--- config.mk ---
export PLATFORM = sky130hd
export DESIGN_NAME = base_digit_analyzer
export DESIGN_NICKNAME = d
export VERILOG_FILES = /design/src/bda_pkg.sv /design/src/base_digit_analyzer.sv /design/src/bda_digit_unit.sv
export SDC_FILE = /design/constraint.sdc
export NUM_CORES = 1
export LEC_CHECK = 0
export ABC_CLOCK_PERIOD_IN_PS = 13100
export BUFFER_PORTS_ARGS = -buffer_cell sky130_fd_sc_hd__buf_4
export CAP_MARGIN = 15
export CELL_PAD_IN_SITES_DETAIL_PLACEMENT = 0
export CELL_PAD_IN_SITES_GLOBAL_PLACEMENT = 1
export CORE_MARGIN = 5
export CORE_UTILIZATION = 50
export DETAILED_ROUTE_END_ITERATION = 16
export PLACE_DENSITY_LB_ADDON = 0.12
export SLEW_MARGIN = 20
export SYNTH_ARGS = -nofsm -noshare
export SYNTH_HDL_FRONTEND = slang
export SYNTH_HIERARCHICAL = 1
export SYNTH_SLANG_ARGS = --single-unit
--- constraint.sdc ---
create_clock -name clk -period 13.1 [get_ports clk]
set_clock_uncertainty 0.2 [all_clocks]
set_input_delay 1.965 -clock clk [delete_from_list [all_inputs] [get_ports clk]]
set_output_delay 1.965 -clock clk [all_outputs]
set_load 0.1 [all_outputs]
--- src/bda_pkg.sv ---
// Package with the shared constants and types of the base digit analyser.
`timescale 1ns / 1ps

package bda_pkg;

  localparam int DATA_WIDTH_DEF = 32;
  localparam int FIELD_W        = 32;
  localparam int COUNT_W        = 6;
  localparam int LOG_W          = 5;
  localparam int MIN_RADIX      = 2;

  typedef enum logic [2:0] {
    ST_IDLE,
    ST_CHECK,
    ST_RUN,
    ST_ACC,
    ST_FIN
  } bda_state_t;

endpackage

--- src/base_digit_analyzer.sv ---
// Top level of the base digit analyser: request handshakes, sequencer and result register.
`timescale 1ns / 1ps

// Splits a value into its digits in the given base, least significant digit first, and
// returns the digit count, digit sum, digit-reversed value (wrapping at DATA_WIDTH bits),
// a palindrome flag and the floor logarithm. Each digit is found by the shared unit that
// retires one quotient bit and one multiplier bit a cycle; a zero value or a base below
// two does not start the unit. One request is processed at a time; a new one is taken
// while the last result waits.

module base_digit_analyzer #(
  parameter int DATA_WIDTH = bda_pkg::DATA_WIDTH_DEF
) (
  input  logic                         clk,
  input  logic                         rst_n,
  input  logic                         in_valid,
  output logic                         in_ready,
  input  logic [bda_pkg::FIELD_W-1:0]  in_value,
  input  logic [bda_pkg::FIELD_W-1:0]  in_radix,
  output logic                         out_valid,
  input  logic                         out_ready,
  output logic [bda_pkg::COUNT_W-1:0]  out_digit_count,
  output logic [bda_pkg::FIELD_W-1:0]  out_digit_sum,
  output logic [bda_pkg::FIELD_W-1:0]  out_reversed_value,
  output logic                         out_is_palindrome,
  output logic [bda_pkg::LOG_W-1:0]    out_log_floor
);

  localparam int CNTW = $clog2(DATA_WIDTH + 1);
  localparam int XW   = (CNTW > bda_pkg::COUNT_W) ? CNTW : bda_pkg::COUNT_W;

  bda_pkg::bda_state_t   state_r, state_nxt;
  logic                  out_valid_r, out_valid_nxt;
  logic [DATA_WIDTH-1:0] value_r, value_nxt;
  logic [DATA_WIDTH-1:0] radix_r, radix_nxt;
  logic [DATA_WIDTH-1:0] rest_r, rest_nxt;
  logic [DATA_WIDTH-1:0] rev_r, rev_nxt;
  logic [DATA_WIDTH-1:0] sum_r, sum_nxt;
  logic [CNTW-1:0]       cnt_r, cnt_nxt;

  logic [bda_pkg::COUNT_W-1:0] count_out_r;
  logic [bda_pkg::FIELD_W-1:0] sum_out_r;
  logic [bda_pkg::FIELD_W-1:0] rev_out_r;
  logic                        pal_out_r;
  logic [bda_pkg::LOG_W-1:0]   log_out_r;

  logic                  out_load;
  logic                  unit_start;
  logic                  unit_done;
  logic [DATA_WIDTH-1:0] unit_quo;
  logic [DATA_WIDTH-1:0] unit_rem;
  logic [DATA_WIDTH-1:0] unit_prod;
  logic                  base_ok;
  logic [XW-1:0]         cnt_x;
  logic [XW-1:0]         lg_x;

  bda_digit_unit #(
    .DATA_WIDTH(DATA_WIDTH)
  ) u_unit (
    .clk       (clk),
    .rst_n     (rst_n),
    .start     (unit_start),
    .dividend  (rest_r),
    .divisor   (radix_r),
    .mcand     (rev_r),
    .done      (unit_done),
    .quotient  (unit_quo),
    .remainder (unit_rem),
    .product   (unit_prod)
  );

  assign base_ok = !(radix_r < DATA_WIDTH'(bda_pkg::MIN_RADIX));
  assign cnt_x   = XW'(cnt_r);
  assign lg_x    = cnt_x - XW'(1);

  always_comb begin
    state_nxt     = state_r;
    out_valid_nxt = out_valid_r;
    value_nxt     = value_r;
    radix_nxt     = radix_r;
    rest_nxt      = rest_r;
    rev_nxt       = rev_r;
    sum_nxt       = sum_r;
    cnt_nxt       = cnt_r;
    in_ready      = 1'b0;
    unit_start    = 1'b0;
    out_load      = 1'b0;
    if (out_ready) begin
      out_valid_nxt = 1'b0;
    end
    case (state_r)
      bda_pkg::ST_IDLE: begin
        in_ready = 1'b1;
        if (in_valid) begin
          value_nxt = DATA_WIDTH'(in_value);
          radix_nxt = DATA_WIDTH'(in_radix);
          rest_nxt  = DATA_WIDTH'(in_value);
          rev_nxt   = '0;
          sum_nxt   = '0;
          cnt_nxt   = '0;
          state_nxt = bda_pkg::ST_CHECK;
        end
      end
      bda_pkg::ST_CHECK: begin
        if (!base_ok) begin
          state_nxt = bda_pkg::ST_FIN;
        end else if (rest_r == '0) begin
          if (cnt_r == '0) begin
            cnt_nxt = CNTW'(1);
          end
          state_nxt = bda_pkg::ST_FIN;
        end else begin
          unit_start = 1'b1;
          state_nxt  = bda_pkg::ST_RUN;
        end
      end
      bda_pkg::ST_RUN: begin
        if (unit_done) begin
          state_nxt = bda_pkg::ST_ACC;
        end
      end
      bda_pkg::ST_ACC: begin
        rev_nxt   = unit_prod + unit_rem;
        sum_nxt   = sum_r + unit_rem;
        cnt_nxt   = cnt_r + CNTW'(1);
        rest_nxt  = unit_quo;
        state_nxt = bda_pkg::ST_CHECK;
      end
      bda_pkg::ST_FIN: begin
        if (!out_valid_r || out_ready) begin
          out_load      = 1'b1;
          out_valid_nxt = 1'b1;
          state_nxt     = bda_pkg::ST_IDLE;
        end
      end
      default: begin
        state_nxt = bda_pkg::ST_IDLE;
      end
    endcase
  end

  always_ff @(posedge clk) begin
    if (!rst_n) begin
      state_r     <= bda_pkg::ST_IDLE;
      out_valid_r <= 1'b0;
    end else begin
      state_r     <= state_nxt;
      out_valid_r <= out_valid_nxt;
    end
  end

  always_ff @(posedge clk) begin
    value_r <= value_nxt;
    radix_r <= radix_nxt;
    rest_r  <= rest_nxt;
    rev_r   <= rev_nxt;
    sum_r   <= sum_nxt;
    cnt_r   <= cnt_nxt;
  end

  always_ff @(posedge clk) begin
    if (out_load) begin
      count_out_r <= cnt_x[bda_pkg::COUNT_W-1:0];
      sum_out_r   <= bda_pkg::FIELD_W'(sum_r);
      rev_out_r   <= bda_pkg::FIELD_W'(rev_r);
      pal_out_r   <= base_ok && (rev_r == value_r);
      log_out_r   <= base_ok ? lg_x[bda_pkg::LOG_W-1:0] : '0;
    end
  end

  assign out_valid          = out_valid_r;
  assign out_digit_count    = count_out_r;
  assign out_digit_sum      = sum_out_r;
  assign out_reversed_value = rev_out_r;
  assign out_is_palindrome  = pal_out_r;
  assign out_log_floor      = log_out_r;

`ifndef ASSERT_OFF
  a_done_in_run: assert property (@(posedge clk) disable iff (!rst_n)
    unit_done |-> state_r == bda_pkg::ST_RUN)
    else $error("digit unit finished outside the run state");

  a_count_bound: assert property (@(posedge clk) disable iff (!rst_n)
    state_r != bda_pkg::ST_IDLE |-> cnt_r <= CNTW'(DATA_WIDTH))
    else $error("digit count exceeds the data width");

  a_accept_check: assert property (@(posedge clk) disable iff (!rst_n)
    in_valid && in_ready |=> state_r == bda_pkg::ST_CHECK)
    else $error("accepted request did not start processing");
`endif

endmodule

--- src/bda_digit_unit.sv ---
// Iterative digit unit: restoring division and shift-add multiplication, one bit a cycle.
`timescale 1ns / 1ps

module bda_digit_unit #(
  parameter int DATA_WIDTH = bda_pkg::DATA_WIDTH_DEF
) (
  input  logic                  clk,
  input  logic                  rst_n,
  input  logic                  start,
  input  logic [DATA_WIDTH-1:0] dividend,
  input  logic [DATA_WIDTH-1:0] divisor,
  input  logic [DATA_WIDTH-1:0] mcand,
  output logic                  done,
  output logic [DATA_WIDTH-1:0] quotient,
  output logic [DATA_WIDTH-1:0] remainder,
  output logic [DATA_WIDTH-1:0] product
);

  localparam int CW = $clog2(DATA_WIDTH);

  logic                  busy_r, busy_nxt;
  logic                  done_r, done_nxt;
  logic [CW-1:0]         step_r, step_nxt;
  logic [DATA_WIDTH-1:0] quo_r, quo_nxt;
  logic [DATA_WIDTH-1:0] rem_r, rem_nxt;
  logic [DATA_WIDTH-1:0] div_r, div_nxt;
  logic [DATA_WIDTH-1:0] prod_r, prod_nxt;
  logic [DATA_WIDTH-1:0] mcand_r, mcand_nxt;
  logic [DATA_WIDTH-1:0] mbits_r, mbits_nxt;
  logic [DATA_WIDTH:0]   shifted;
  logic [DATA_WIDTH:0]   diff;
  logic                  fits;

  always_comb begin
    busy_nxt  = busy_r;
    done_nxt  = 1'b0;
    step_nxt  = step_r;
    quo_nxt   = quo_r;
    rem_nxt   = rem_r;
    div_nxt   = div_r;
    prod_nxt  = prod_r;
    mcand_nxt = mcand_r;
    mbits_nxt = mbits_r;
    shifted   = {rem_r, quo_r[DATA_WIDTH-1]};
    diff      = shifted - {1'b0, div_r};
    fits      = !diff[DATA_WIDTH];
    if (start) begin
      busy_nxt  = 1'b1;
      step_nxt  = CW'(DATA_WIDTH - 1);
      quo_nxt   = dividend;
      rem_nxt   = '0;
      div_nxt   = divisor;
      prod_nxt  = '0;
      mcand_nxt = mcand;
      mbits_nxt = divisor;
    end else if (busy_r) begin
      rem_nxt   = fits ? diff[DATA_WIDTH-1:0] : shifted[DATA_WIDTH-1:0];
      quo_nxt   = {quo_r[DATA_WIDTH-2:0], fits};
      prod_nxt  = {prod_r[DATA_WIDTH-2:0], 1'b0}
                  + (mbits_r[DATA_WIDTH-1] ? mcand_r : '0);
      mbits_nxt = {mbits_r[DATA_WIDTH-2:0], 1'b0};
      step_nxt  = step_r - CW'(1);
      if (step_r == '0) begin
        busy_nxt = 1'b0;
        done_nxt = 1'b1;
      end
    end
  end

  always_ff @(posedge clk) begin
    if (!rst_n) begin
      busy_r <= 1'b0;
      done_r <= 1'b0;
    end else begin
      busy_r <= busy_nxt;
      done_r <= done_nxt;
    end
  end

  always_ff @(posedge clk) begin
    step_r  <= step_nxt;
    quo_r   <= quo_nxt;
    rem_r   <= rem_nxt;
    div_r   <= div_nxt;
    prod_r  <= prod_nxt;
    mcand_r <= mcand_nxt;
    mbits_r <= mbits_nxt;
  end

  assign done      = done_r;
  assign quotient  = quo_r;
  assign remainder = rem_r;
  assign product   = prod_r;

endmodule

==> impl_metrics.toml <==
[setup_path]
timing.critical_path.mode_cell = "buf_4"
worst_setup_path_end_kind = "flop"
path_delay_family = "buffers and inverters"
reg2reg_slack_ns = 8.92
critical_path.cell_chain = "buf_4 -> nor2b_1 -> nor3b_2 -> buf_4 -> nor2_1 -> inv_4 -> buf_4"
crit_arrival_ns = 4.56
critical_path_buf_inv_count = 4
reg2regPathDepth = 9
startpoint_type = "input pin"
critPathMaxFanout = 66
critPathKind = "in -> reg"
crit_required_ns = 13.09
timing.rr.end = "u_unit/remainder[16]$_SDFFE_PP0P_"
regToRegStartpoint = "rest_r[1]$_DFFE_PP_"
cpMaxStageDelayCell = "buf_4"
cp_slowest_stage_delay_ns = 0.77

[routing]
route.vias.total = 15894
wl_per_cell_um = 21.3
drt_iter0_drc = 1234
postRouteAntennaNets = 0
wl_um = 58900
drc = 0
routed_via_density = 5.76
first_pass_iters = 5

[placed_design]
dp_hpwl_um = 42600
place_congestion = 0.890
port-buffer-count = 145
placed_area_sq_mm = 0.0246

[layout]
final_common_cell = "edfxtp_1"
fin_nets = 2325
fillers = 3807
drive_gt1_share_pct = 15.4
final_cell_mix = "edfxtp_1 (370), nand2_1 (227), buf_4 (160), nor2_1 (148), ha_1 (128)"
syn2layout_area_growth_pct = 14.5
design_area_sq_mm = 0.0262

[job]
cap_violations = 0

[sta]
setup_viol = 0
tightest_slew_ns = 1.07
finalHoldViolations = 0
period_share_pct = 34.9
finalCriticalPeriod_ns = 4.57
fin_worst_hold_slack_ns = 0.258
fmax_mhz = 219
rsz0062_at_grt = "no"
slew_viol_final = 0
relSlewSlack_pct = 28.8
setup_tns_ns = 0

[min_path]
min_path_type = "reg -> reg"
hold_start = "sum_r[27]$_SDFFCE_PN0P_"
hold-path-endpoint = "out_digit_sum[27]$_DFFE_PP_"
hold_path_depth = 0

[synthesis]
synth-edff-count = 370
async_flop_share_pct = 0
synth_nets = 2183
yosysSeqAreaShare_pct = 55.2
synth_cells = 1983
syn_area_sq_mm = 0.0229
avgSynthCellArea_sq_um = 11.5
yosysUniqueCellTypes = 87
synth-seq-cells = 445
yosys_warnings = 6
ys.flop_type = "edfxtp_1"

[cts]
cts_setup_buffers = 0
cts.sinks = 445
clk_latency_ns = 0.58
path_clk_slew_ns = 0.06
postCtsResizedCells = 0
cts_root_buf = "clkbuf_16"
clock_path_buffers = 3
cts-hold-fix-buffers = 0
cts_tree = "yes"
cts_buffers = 48
cts_max_level = 2

[global_routing]
grt_usage_pct = 23.2
grt_pass1_wl_um = 90800
gr-total-overflow = 0
antenna_found_initial = 2
grt_pass1_vias = 15380
grt_max_degree = 77

[power]
peakVddDrop_uv = 131
total_power_w = 0.00530
power.density_mw_per_mm2 = 202
p_leak_nw = 10.4

[floorplanning]
start_util_pct = 50.5
coreArea_sq_mm = 0.0453
fp.dieArea_sq_mm = 0.0501
chipHeight_um = 224
die_width_um = 224
ioPinCount = 146
placement_rows = 78

[outcome]
status = "finished clean"
metal layers:
layer  up-vias  share of wire, %  GRT usage, %
met5         -                 0             0
met4         0               2.3          6.15
met3        74               4.4          2.84
met2       414                45          35.6
met1      7755                48          35.1
li1       7651                 -             -
worst max path at each step:
stage,slack [ns],to,startpoint,depth (start not counted)
2_1_floorplan,3.33,rest_r[0]$_DFFE_PP_,in_valid,4
3_3_place_gp,7.91,rest_r[11]$_DFFE_PP_,in_valid,7
3_5_place_dp,7.85,rest_r[11]$_DFFE_PP_,in_valid,7
4_1_cts,8.48,rest_r[6]$_DFFE_PP_,in_valid,7
5_1_grt,8.28,rest_r[20]$_DFFE_PP_,in_valid,7
6_report,8.53,rest_r[29]$_DFFE_PP_,in_valid,7
cells in the mapped netlist (all sizes together) (51+ instances only):
cell,count,share of area [%]
dfxtp,75,6.6
clkbuf,51,0.84
ha,128,7.0
mux2,62,3.1
nand2,228,3.7
a21o,68,2.2
nor2,148,2.4
xnor2,72,2.8
o21ai,78,1.7
xor2,72,2.8
inv,70,1.1
edfxtp,370,49
a21oi,108,2.5
cell type report:
type	count	area, sq um	share of cell area [%]
antenna	1	2.50	0.00956
clock buffer	61	1290	4.93
clock inverter	24	277	1.06
inverter	70	265	1.01
multi-input combinational	1400	9770	37.3
sequential	445	12600	48.2
tap	600	751	2.87
timing repair buffer	160	1200	4.59
worst register-to-register path, delay by kind of cell (launching register included):
family          cells  cell delay [ns]
simple gates        6             2.36
buf+inv             2             0.94
flops               1             0.38
compound gates      1             0.22
stage by stage:
stage / utilization, % / setup WS [ns] / std cells
6_report: 57.8 / 8.53 / 2761
5_1_grt: 57.8 / 8.28 / 2760
4_1_cts: 57.8 / 8.48 / 2760
3_5_place_dp: 54.3 / 7.85 / 2675
3_3_place_gp: 54.3 / 7.91 / 2675
2_1_floorplan: - / 3.33 / 1983
power by group:
| part | internal, W | total, W | switching (W) |
|---|---|---|---|
| sequential | 0.00177 | 0.00202 | 0.000246 |
| combinational | 0.000772 | 0.00191 | 0.00114 |
| clock | 0.000813 | 0.00137 | 0.000556 |
logic make-up after synthesis:
family,Yosys count,synth area share [%]
flip-flops,445,55.2
AO/OA/AOI/OAI,429,13.1
buffers and inverters,138,2.30
multiplexers,86,4.11
AND/OR/NAND/NOR,609,12.4
adder cells (fa/ha/maj),132,7.36
XOR/XNOR,144,5.55
No activity file was read; power rests on OpenSTA's default activity.
